===== config.mk =====
export PLATFORM = sky130hd
export DESIGN_NAME = julian_day_to_gregorian_top
export DESIGN_NICKNAME = d
export VERILOG_FILES = /design/src/design/jdg_pkg.sv /design/src/design/julian_day_to_gregorian_top.sv
export SDC_FILE = /design/constraint.sdc
export NUM_CORES = 1
export LEC_CHECK = 0
export ABC_AREA = 1
export BUFFER_PORTS_ARGS = -buffer_cell sky130_fd_sc_hd__clkbuf_2
export CAP_MARGIN = 20
export CORE_MARGIN = 2
export CORE_UTILIZATION = 45
export DETAILED_ROUTE_END_ITERATION = 8
export PLACE_DENSITY = 0.62
export SKIP_CTS_REPAIR_TIMING = 1
export SLEW_MARGIN = 20
export SYNTH_ARGS = -nofsm -noshare
export SYNTH_HDL_FRONTEND = slang
export SYNTH_SLANG_ARGS = --single-unit

===== constraint.sdc =====
create_clock -name clk -period 8.6 [get_ports clk]
set_clock_uncertainty 0.05 [all_clocks]
set_input_delay 0.86 -clock clk [delete_from_list [all_inputs] [get_ports clk]]
set_output_delay 0.86 -clock clk [all_outputs]
set_load 0.01 [all_outputs]

===== src/design/jdg_pkg.sv =====
// Shared constants for the Julian day to Gregorian date converter.
package jdg_pkg;

  localparam int JD_W    = 22;
  localparam int FRAC_W  = 32;
  localparam int YEAR_W  = 12;
  localparam int MONTH_W = 4;
  localparam int MDAY_W  = 5;
  localparam int HOUR_W  = 5;
  localparam int MIN_W   = 6;
  localparam int SEC_W   = 6;

  localparam int SECS_PER_DAY  = 86400;
  localparam int SECS_PER_HOUR = 3600;
  localparam int SECS_PER_MIN  = 60;
  localparam int JD_EPOCH      = 2415079;
  localparam int DAY_COUNT_MAX = 73049;
  localparam int DAYS_PER_4Y   = 1461;
  localparam int DAYS_PER_5M   = 153;
  localparam int YEAR_BASE     = 1900;
  localparam int MONTH_MARCH   = 3;
  localparam int MONTH_WRAP    = 10;
  localparam int MONTH_SHIFT   = 9;

  localparam int RECIP_SHIFT = 20;
  localparam int DIV5_SHIFT  = 10;

  localparam int PIPE_DEPTH = 6;

endpackage


===== src/design/julian_day_to_gregorian_top.sv =====
// Julian day to Gregorian date and time of day converter, six-stage pipeline.
//
// Converts a noon-based Julian day number and a Q0.32 day fraction into a UTC
// calendar date and whole-second time of day. A transaction is accepted when
// start is high and busy is low; busy is high only during reset, so one
// transaction can be accepted every cycle. Each result appears on the out_
// ports from the last pipeline register, marked by out_valid for one cycle,
// in order; the receiver cannot stall and must take it then. The pipeline depth
// is set by the chain of reciprocal-multiply divisions (by 3600, 60, 1461 and
// 153), each estimate followed by a single compare-and-subtract correction.
// Dates outside 1900-03-01 to 2100-02-28 set out_range_error and return zero
// in year, month and day; the time fields are always valid.
module julian_day_to_gregorian_top (
  input  logic                        clk,
  input  logic                        rst_n,
  input  logic                        start,
  output logic                        busy,
  input  logic [jdg_pkg::JD_W-1:0]    in_julian_day,
  input  logic [jdg_pkg::FRAC_W-1:0]  in_day_fraction,
  output logic                        out_valid,
  output logic [jdg_pkg::YEAR_W-1:0]  out_year,
  output logic [jdg_pkg::MONTH_W-1:0] out_month,
  output logic [jdg_pkg::MDAY_W-1:0]  out_day_of_month,
  output logic [jdg_pkg::HOUR_W-1:0]  out_hour,
  output logic [jdg_pkg::MIN_W-1:0]   out_minute,
  output logic [jdg_pkg::SEC_W-1:0]   out_second,
  output logic                        out_range_error
);
  import jdg_pkg::*;

  localparam int SECS_W  = 17;
  localparam int PROD_W  = FRAC_W + SECS_W;
  localparam int D_W     = 24;
  localparam int DN_W    = 19;
  localparam int YOFF_W  = 8;
  localparam int YREM_W  = 11;
  localparam int TREM_W  = 12;
  localparam int TDAY_W  = 9;
  localparam int MN_W    = 11;
  localparam int MREM_W  = 8;
  localparam int HP_W    = SECS_W + 10;
  localparam int MP_W    = TREM_W + 16;
  localparam int YP_W    = DN_W + 11;
  localparam int MDP_W   = MN_W + 14;
  localparam int DP_W    = 16;

  localparam int HOUR_K = (1 << RECIP_SHIFT) / SECS_PER_HOUR;
  localparam int MIN_K  = (1 << RECIP_SHIFT) / SECS_PER_MIN;
  localparam int YEAR_K = (1 << RECIP_SHIFT) / DAYS_PER_4Y;
  localparam int MON_K  = (1 << RECIP_SHIFT) / DAYS_PER_5M;
  localparam int DIV5_K = (1 << DIV5_SHIFT) / 5 + 1;

  logic [PIPE_DEPTH-1:0] vld_r, vld_nxt;
  logic                  accept;

  // stage 1
  logic [FRAC_W-1:0] frac_mid;
  logic              carry;
  logic [D_W-1:0]    day_cnt;
  logic [PROD_W-1:0] prod1_nxt, prod1_r;
  logic [DN_W-1:0]   n1_nxt, n1_r;
  logic              err1_nxt, err1_r;

  // stage 2
  logic [SECS_W-1:0] secs;
  logic [HP_W-1:0]   hprod;
  logic [YP_W-1:0]   yprod;
  logic [SECS_W-1:0] secs2_r;
  logic [HOUR_W-1:0] hest2_nxt, hest2_r;
  logic [DN_W-1:0]   n2_r;
  logic [YOFF_W-1:0] yest2_nxt, yest2_r;
  logic              err2_r;

  // stage 3
  logic [SECS_W-1:0] trem;
  logic              tcorr;
  logic [DN_W-1:0]   yrem;
  logic              ycorr;
  logic [HOUR_W-1:0] hour3_nxt, hour3_r;
  logic [TREM_W-1:0] trem3_nxt, trem3_r;
  logic [YOFF_W-1:0] yoff3_nxt, yoff3_r;
  logic [YREM_W-1:0] yrem3_nxt, yrem3_r;
  logic              err3_r;

  // stage 4
  logic [MP_W-1:0]    mprod;
  logic [TDAY_W-1:0]  tday;
  logic [MN_W-1:0]    mnum4_nxt, mnum4_r;
  logic [MDP_W-1:0]   mdprod;
  logic [HOUR_W-1:0]  hour4_r;
  logic [TREM_W-1:0]  trem4_r;
  logic [MIN_W-1:0]   mest4_nxt, mest4_r;
  logic [YOFF_W-1:0]  yoff4_r;
  logic [MONTH_W-1:0] mon_est4_nxt, mon_est4_r;
  logic               err4_r;

  // stage 5
  logic [TREM_W-1:0]  srem;
  logic               scorr;
  logic [MN_W-1:0]    mrem;
  logic               mcorr;
  logic [HOUR_W-1:0]  hour5_r;
  logic [MIN_W-1:0]   min5_nxt, min5_r;
  logic [SEC_W-1:0]   sec5_nxt, sec5_r;
  logic [YOFF_W-1:0]  yoff5_r;
  logic [MONTH_W-1:0] mon5_nxt, mon5_r;
  logic [MREM_W-1:0]  mrem5_nxt, mrem5_r;
  logic               err5_r;

  // stage 6
  logic [DP_W-1:0]    dprod;
  logic               late;
  logic [YEAR_W-1:0]  year_nxt, year_r;
  logic [MONTH_W-1:0] month_nxt, month_r;
  logic [MDAY_W-1:0]  mday_nxt, mday_r;
  logic [HOUR_W-1:0]  hour6_r;
  logic [MIN_W-1:0]   min6_r;
  logic [SEC_W-1:0]   sec6_r;
  logic               err6_r;

  assign busy    = ~rst_n;
  assign accept  = start & ~busy;
  assign vld_nxt = {vld_r[PIPE_DEPTH-2:0], accept};

  // stage 1: half-day shift, seconds product, day count and range check
  always_comb begin
    frac_mid  = {~in_day_fraction[FRAC_W-1], in_day_fraction[FRAC_W-2:0]};
    carry     = in_day_fraction[FRAC_W-1];
    prod1_nxt = PROD_W'(frac_mid) * PROD_W'(SECS_PER_DAY);
    day_cnt   = D_W'(in_julian_day) + D_W'(carry) - D_W'(JD_EPOCH);
    err1_nxt  = (day_cnt == '0) | (day_cnt > D_W'(DAY_COUNT_MAX));
    n1_nxt    = DN_W'({day_cnt[DN_W-3:0], 2'b00}) - DN_W'(1);
  end

  // stage 2: seconds of day, hour and year-offset estimates
  always_comb begin
    secs      = SECS_W'((prod1_r + PROD_W'(1)) >> FRAC_W);
    hprod     = HP_W'(secs) * HP_W'(HOUR_K);
    hest2_nxt = HOUR_W'(hprod >> RECIP_SHIFT);
    yprod     = YP_W'(n1_r) * YP_W'(YEAR_K);
    yest2_nxt = YOFF_W'(yprod >> RECIP_SHIFT);
  end

  // stage 3: correct hour and year offset
  always_comb begin
    trem      = secs2_r - SECS_W'(hest2_r) * SECS_W'(SECS_PER_HOUR);
    tcorr     = trem >= SECS_W'(SECS_PER_HOUR);
    hour3_nxt = hest2_r + HOUR_W'(tcorr);
    trem3_nxt = tcorr ? TREM_W'(trem - SECS_W'(SECS_PER_HOUR)) : TREM_W'(trem);
    yrem      = n2_r - DN_W'(yest2_r) * DN_W'(DAYS_PER_4Y);
    ycorr     = yrem >= DN_W'(DAYS_PER_4Y);
    yoff3_nxt = yest2_r + YOFF_W'(ycorr);
    yrem3_nxt = ycorr ? YREM_W'(yrem - DN_W'(DAYS_PER_4Y)) : YREM_W'(yrem);
  end

  // stage 4: minute estimate, day of year, month estimate
  always_comb begin
    mprod        = MP_W'(trem3_r) * MP_W'(MIN_K);
    mest4_nxt    = MIN_W'(mprod >> RECIP_SHIFT);
    tday         = TDAY_W'((TREM_W'(yrem3_r) + TREM_W'(4)) >> 2);
    mnum4_nxt    = MN_W'(tday) * MN_W'(5) - MN_W'(3);
    mdprod       = MDP_W'(mnum4_nxt) * MDP_W'(MON_K);
    mon_est4_nxt = MONTH_W'(mdprod >> RECIP_SHIFT);
  end

  // stage 5: correct minute and month
  always_comb begin
    srem      = trem4_r - TREM_W'(mest4_r) * TREM_W'(SECS_PER_MIN);
    scorr     = srem >= TREM_W'(SECS_PER_MIN);
    min5_nxt  = mest4_r + MIN_W'(scorr);
    sec5_nxt  = scorr ? SEC_W'(srem - TREM_W'(SECS_PER_MIN)) : SEC_W'(srem);
    mrem      = mnum4_r - MN_W'(mon_est4_r) * MN_W'(DAYS_PER_5M);
    mcorr     = mrem >= MN_W'(DAYS_PER_5M);
    mon5_nxt  = mon_est4_r + MONTH_W'(mcorr);
    mrem5_nxt = mcorr ? MREM_W'(mrem - MN_W'(DAYS_PER_5M)) : MREM_W'(mrem);
  end

  // stage 6: day of month, March-based month back to January-based
  always_comb begin
    // x / 5 as (x * 205) >> 10, exact for x below 1024
    dprod = (DP_W'(mrem5_r) + DP_W'(5)) * DP_W'(DIV5_K);
    late  = mon5_r >= MONTH_W'(MONTH_WRAP);
    if (err5_r) begin
      year_nxt  = '0;
      month_nxt = '0;
      mday_nxt  = '0;
    end else begin
      year_nxt  = YEAR_W'(YEAR_BASE) + YEAR_W'(yoff5_r) + YEAR_W'(late);
      month_nxt = late ? mon5_r - MONTH_W'(MONTH_SHIFT) : mon5_r + MONTH_W'(MONTH_MARCH);
      mday_nxt  = MDAY_W'(dprod >> DIV5_SHIFT);
    end
  end

  always_ff @(posedge clk) begin
    if (!rst_n) begin
      vld_r <= '0;
    end else begin
      vld_r <= vld_nxt;
    end
  end

  always_ff @(posedge clk) begin
    prod1_r    <= prod1_nxt;
    n1_r       <= n1_nxt;
    err1_r     <= err1_nxt;

    secs2_r    <= secs;
    hest2_r    <= hest2_nxt;
    n2_r       <= n1_r;
    yest2_r    <= yest2_nxt;
    err2_r     <= err1_r;

    hour3_r    <= hour3_nxt;
    trem3_r    <= trem3_nxt;
    yoff3_r    <= yoff3_nxt;
    yrem3_r    <= yrem3_nxt;
    err3_r     <= err2_r;

    hour4_r    <= hour3_r;
    trem4_r    <= trem3_r;
    mest4_r    <= mest4_nxt;
    yoff4_r    <= yoff3_r;
    mnum4_r    <= mnum4_nxt;
    mon_est4_r <= mon_est4_nxt;
    err4_r     <= err3_r;

    hour5_r    <= hour4_r;
    min5_r     <= min5_nxt;
    sec5_r     <= sec5_nxt;
    yoff5_r    <= yoff4_r;
    mon5_r     <= mon5_nxt;
    mrem5_r    <= mrem5_nxt;
    err5_r     <= err4_r;

    year_r     <= year_nxt;
    month_r    <= month_nxt;
    mday_r     <= mday_nxt;
    hour6_r    <= hour5_r;
    min6_r     <= min5_r;
    sec6_r     <= sec5_r;
    err6_r     <= err5_r;
  end

  assign out_valid        = vld_r[PIPE_DEPTH-1];
  assign out_year         = year_r;
  assign out_month        = month_r;
  assign out_day_of_month = mday_r;
  assign out_hour         = hour6_r;
  assign out_minute       = min6_r;
  assign out_second       = sec6_r;
  assign out_range_error  = err6_r;

endmodule


-- Word-level counts from Yosys, hierarchy flattened
Cells that the tools add are included.
- reduce and logical (&&, ||, !) cells: 1
- add/sub/neg operators: 23
- multiply operators: 11
- bitwise operators: 4
- $lt $le $gt $ge: 6
- mux-type cells: 5
- operators by type and width (kind ; number):
    $add 49x1->49 const B ; 1
    $mul 32x10->42 const B ; 1
    $mul 19x10->28 const B ; 1
    $mul 17x9->25 const B ; 1
    $gt 24x17->1 const B ; 1
    $logic_not 24->1 ; 1
    $mul 11x13->24 const B ; 1
    $mul 12x13->24 const B ; 1
    $sub 23x22->24 const B ; 1
    $add 22x1->23 ; 1
    $ge 19x11->1 const B ; 1
    $mul 8x11->19 const B ; 1
    $sub 19x1->19 const B ; 1
    $sub 19x19->19 ; 1
    $ge 17x12->1 const B ; 1
    $sub 17x17->17 ; 1
    $mul 9x8->15 const B ; 1
    $mul 5x8->13 const B ; 1
    $add 11x8->12 const A ; 1
    $add 12x1->12 ; 1
    $ge 12x6->1 const B ; 1
    $mux 12 ; 1
    $sub 12x12->12 ; 1
    $sub 12x12->12 const B ; 1
    25 further kinds ; 26
- bits of input ports: 57
- output and inout bits: 41
- register bits: 279
- word-level logic and storage cells: 85

-- Depth between registers and ports, before layout
Gate-level depths: netlist (run 1).
- depth after elaboration: 4
- gate-level depth with buffers: 35

-- Least setup slack after synthesis (run 1)
OpenSTA, ideal clock, no wires.
- path kind: flip-flop to flip-flop
- from: reg yrem3_r[2]
- to: reg mon_est4_r[1]
- arrival: 6.467 ns
- clock period less this slack: 6.588 ns
- required time: 8.478 ns
- path slack: 2.012 ns
- setup time: 0.072 ns
- cell stages (with the launch flop): 28
- path through: dfxtp_1 > ha_1 > nand3_1 > xor2_1 > inv_1 > fa_1 > inv_1 > ha_1 > nand3_1 > nand2_1 > a21oi_1 > o21ai_0 > a21oi_1 > o21bai_1 > xor2_1 > ha_1 > inv_1 > fa_1 > fa_1 > inv_1 > fa_1 > ha_1 > ha_1 > nand2_1 > nor4_1 > nand3_1 > o211ai_1 > xor2_1
- cells in the longest elaborated chain, start to end: 4
- ends and longest elaborated chain (item ; RTL line ; RTL):
    start, declared ; julian_day_to_gregorian_top.sv:82 ; logic [YREM_W-1:0] yrem3_nxt, yrem3_r;
    start signal, assigned ; julian_day_to_gregorian_top.sv:216 ; yrem3_r <= yrem3_nxt;
    $add 11x3->11 ; julian_day_to_gregorian_top.sv:160 ; tday = TDAY_W'((TREM_W'(yrem3_r) + TREM_W'(4)) >> 2);
    $mul 9x3->11 ; julian_day_to_gregorian_top.sv:161 ; mnum4_nxt = MN_W'(tday) * MN_W'(5) - MN_W'(3);
    $sub 11x2->11 ; julian_day_to_gregorian_top.sv:161 ;
    net mnum4_nxt[9] ; julian_day_to_gregorian_top.sv:88 ; logic [MN_W-1:0] mnum4_nxt, mnum4_r;
    $mul 11x13->24 ; julian_day_to_gregorian_top.sv:162 ; mdprod = MDP_W'(mnum4_nxt) * MDP_W'(MON_K);
    net mdprod[21] ; julian_day_to_gregorian_top.sv:89 ; logic [MDP_W-1:0] mdprod;
    end signal, assigned ; julian_day_to_gregorian_top.sv:224 ; mon_est4_r <= mon_est4_nxt;
    end, declared ; julian_day_to_gregorian_top.sv:94 ; logic [MONTH_W-1:0] mon_est4_nxt, mon_est4_r;
The timed path passes the listed nets, and every way through them passes these cells.
A chain may end at the register's enable or synchronous reset.

-- Worst setup path after layout (run 1)
Ends and elaborated chain as after synthesis.

==> metrics.txt, run 1 <==
Post-synth EDFFs 0; crit path DAT 7860 ps; Root Buffer clkbuf_16; sequential area share after synthesis 16.5%; Clock Path Buffers 3; Crit Path Max Fanout 12; cells on worst reg2reg path 27; GRT Total Usage 18.7%; TritonCTS clock tree done; first-pass GRT wire length 109 mm; vias in the first global route 23061; diode count 0; Synth cell types 53; DRC errors left 0; YS warnings 0; Die Wd 263 microns; layout cells sized above 1 4.64%; Num CTS Buffers 30; max_slew headroom 47.3%; Mapped Cells 3773; Final Wtd Congestion 0.898; first-pass iteration count of the detailed router 5; Slowest cell on crit path xor2_1; vias per cell 4.80; non-filler instance count after layout 4788; final setup margin 1220 ps; area share of the leading cell type in the synthesized netlist 25.8%; cell taking the most area after synthesis ha_1; main combinational cell family by area after synthesis adder cells; Post-Synth XOR/XNOR Area 4.98%; site row count 94; Syn Nets 4718; status finished clean; hold violation count in the final report 0; largest net degree at the start of global routing 17; clock network latency to the later pin of the worst-skew pair 590 ps; clk sink count 248; routed wire length 62.7 mm; Core Area 0.0660 sq mm; Compound-Gate Fraction of Synth Area 7.07%; ys async rst share 0%; Worst-Margin Slew 788 ps; endpoints failing setup 0; final max-slew violation count 0; DIE HEIGHT 263 microns; initial antenna violation count 1; number of DRC markers in iteration 0 1007; commonest non-fill, non-tap cell in the layout inv_1; commonest non-fill, non-tap cells in the layout 921 x inv_1, 665 x nand2_1, 622 x ha_1, 266 x fa_1, 248 x dfxtp_1; pre-CTS WS 1230 ps; Clk pin slew, worst setup/hold paths 60 ps; Synth Area in Simple Gates 16.4%; Port Buf Inserts 97; post-synthesis register bit count 248; RSZ-0062 raised after global routing false; Max Cap Viol 0; CP startpoint kind flip-flop; synthesis-to-finish area growth 9.00%; CTS H-Tree Depth 1; Area contributors post-synth ha_1 26%, fa_1 18%, dfxtp_1 16%; setup_tns 0 ps; fin crit share 85.8%; Post-synth top flop dfxtp_1; vias 22976; fin nets 4845; syn_area_per_cell 7.99 sq um; Final HPWL DP 55.1 mm; maximum clock frequency 136 MHz; mux contribution to synthesized area 0%; Min-Delay Path Class reg -> reg; CP most frequent cell ha_1; Placed Cells 4732; effective utilization at floorplan 45.7%; Req. time, crit path 9080 ps; Final min period 7380 ps; I/O pins 98; total gr overflow 0; slowest stage delay, CP 650 ps; Mapped Area 0.0301 sq mm; Hold Crit Depth 0; CP endpoint kind flip-flop; adder-cell share of the synthesized area 43.5%; WS Path Type reg -> reg; Die ar. 0.0691 sq mm; Routed wire per std cell 13.1 microns; Post-DRT Antenna Nets 0
[cells in the mapped netlist (40+ instances only)]
master / n
inv_1: 921
nand2_1: 665
ha_1: 622
fa_1: 266
dfxtp_1: 248
nor2_1: 208
a21oi_1: 175
nand3_1: 150
xor2_1: 124
o21ai_0: 109
nand4_1: 56
xnor2_1: 40
[worst paths after layout]
path,to,slack (ps),start
max,mon_est4_r[1],1220,yrem3_r[2]
min,hour5_r[0],260,hour4_r[0]
max reg2reg,mon_est4_r[1],1220,yrem3_r[2]
min reg2reg,hour5_r[0],260,hour4_r[0]
[area by class of cell]
class,count,area [sq um]
Clock inverter,19,348
Inverter,923,3460
Fill cell,6523,33100
Tap cell,864,1080
Multi-Input combinational cell,2599,21700
Sequential cell,248,4960
Timing Repair Buffer,98,493
Clock buffer,37,807
[cells by family (layout without fill, tap and decap cells)]
| group | count (synthesis) | in the layout |
|---|---|---|
| adder cells (fa/ha/maj) | 888 | 888 |
| AO/OA/AOI/OAI | 379 | 379 |
| flip-flops | 248 | 248 |
| AND/OR/NAND/NOR | 1164 | 1164 |
| XOR/XNOR | 168 | 168 |
| buffers and inverters | 926 | 1077 |
[registers in the layout (all words and copies together) (netlist names), 9 cells and up]
signal / cells
n1_r: 17
mnum4_r: 11
yrem3_r: 9
trem3_r: 12
secs2_r: 17
out_year: 12
trem4_r: 12
prod1_r: 17
n2_r: 17
[layer usage]
metal	vias to the layer above	wire length [microns]	track usage, %
met2	238	29200	32.4
met1	10520	30500	25.1
met3	73	1520	1.89
met5	-	11	0
met4	2	1450	4.05
li1	12143	-	-
[critical path: cells and delay by family (launching register included)]
| kind | cells | cell delay (ps) |
|---|---|---|
| compound gates | 5 | 840 |
| xor+xnor | 3 | 1030 |
| fa+ha+maj | 9 | 3500 |
| buf+inv | 4 | 300 |
| flops | 1 | 630 |
| simple gates | 6 | 970 |
[per-stage QoR]
stage | instance area [sq um] | utilization [%] | hold WS, ps
after floorplan | 30100 | - | 260
after global placement | 31700 | 48.0 | 260
after detailed placement | 31700 | 48.0 | 262
after CTS | 32900 | 49.8 | 257
after global routing | 32900 | 49.8 | 263
final | 32900 | 49.8 | 263
Power of run 1 is left out: the tool's default activity adds up to more than one toggle a clock period on the data nets, which glitch-free logic cannot reach.
==> inputs of run 2 (changes only) <==
CORE_ASPECT_RATIO = 1.2   (was default)
==> run 2 against run 1 <==
Critical path depth decreased by 3. Final cell count increased by 0.50%. Hold slack improved by 5.3 ps. Largest cell class unchanged.
==> metrics.txt, run 2 (synthesis results as in run 1) <==
status finished clean; Req. time, crit path 9050 ps; CP startpoint kind flip-flop; Placed Cells 4759; DRC errors left 0; Final Wtd Congestion 0.969; Crit Path Max Fanout 12; Post-DRT Antenna Nets 0; Clock Path Buffers 3; area of the multi-input gates 0.0217 sq mm; reg-to-reg setup timing slack 1300 ps; total gr overflow 0; crit path DAT 7750 ps; maximum clock frequency 137 MHz; diode count 0; Root Buffer clkbuf_16; non-filler instance count after layout 4812; Max Cap Viol 0; effective utilization at floorplan 45.7%; site row count 103; Final HPWL DP 57.2 mm; # fillers 6621; DIE HEIGHT 287 microns; layout cells sized above 1 4.54%; Worst-Margin Slew 793 ps; initial antenna violation count 0; Min-Delay Path Class reg -> reg; WS Path Type reg -> reg; I/O pins 98; CP endpoint kind flip-flop; GRT Total Usage 19.5%; vias in the first global route 23487; Die ar. 0.0691 sq mm; routed wire length 65.0 mm; vias 23247; final max-slew violation count 0; setup_tns 0 ps; number of DRC markers in iteration 0 936; first-pass GRT wire length 111 mm; Num CTS Buffers 29; vias per cell 4.83; TritonCTS clock tree done; endpoints failing setup 0; Clk pin slew, worst setup/hold paths 70 ps; Fin Hold WS 268 ps; RSZ-0062 raised after global routing false; Core Area 0.0660 sq mm; fin crit share 84.8%; fin nets 4843; synthesis-to-finish area growth 8.44%; max_slew headroom 46.9%; Routed wire per std cell 13.5 microns; hold violation count in the final report 0; commonest non-fill, non-tap cells in the layout 921 x inv_1, 665 x nand2_1, 622 x ha_1, 266 x fa_1, 248 x dfxtp_1; clock network latency to the later pin of the worst-skew pair 580 ps; clk sink count 248; Final Util 49.5%; commonest non-fill, non-tap cell in the layout inv_1; first-pass iteration count of the detailed router 5; CTS H-Tree Depth 1; Port Buf Inserts 97; Final min period 7300 ps; Die Wd 240 microns; largest net degree at the start of global routing 15; Reg area 0.00496 sq mm
## run 2: changes by cell type in the layout (fill, tap and decap cells not counted), sizes merged
cell	change
bufinv	-5
buf	-1
inv	-2
clkbuf	-2
clkinv	+2
clkinvlp	+4
## run 2: worst paths after layout
path	from	end	depth (start not counted)
worst max-delay path	yrem3_r[2]	mon_est4_r[1]	24
worst min-delay path	err2_r	err3_r	0
worst max register to register	yrem3_r[2]	mon_est4_r[1]	24
worst min register to register	err2_r	err3_r	0
## run 2: final cells by class
class	count	share of cell area (%)
clock inverter	18	0.578
clock buffer	35	2.35
sequential	248	15.2
multi-input combinational	2599	66.4
timing repair buffer	97	1.49
inverter	923	10.6
tap	892	3.41
## run 2: critical path, cell delays in order (launching register included)
cell	delay, ps
dfxtp_1	610
ha_1	410
xor2_1	680
xor2_1	150
ha_1	390
nand3_1	90
nand2_1	110
a21oi_1	70
o21ai_0	280
a21oi_1	120
o21bai_1	170
xor2_1	640
ha_1	370
inv_1	80
fa_1	420
fa_1	540
inv_1	50
fa_1	470
ha_1	310
ha_1	320
nand2_1	90
nor4_1	330
nand3_1	110
o211ai_1	200
xor2_1	150
## run 2: layer usage
layer	vias to the layer above	part of all wire (%)	global-route usage, %
met3	88	2.1	1.45
met5	-	0	0
met1	10783	44	23.3
met2	251	52	37.5
met4	0	2.2	4.47
li1	12125	-	-
## run 2: stage by stage
step	setup slack, ps	instance area, sq um
2_1_floorplan	2010	30100
3_3_place_gp	1330	31700
3_5_place_dp	1280	31700
4_1_cts	1250	32700
5_1_grt	646	32700
6_report	1300	32700
Power of run 2 is left out for the same reason.
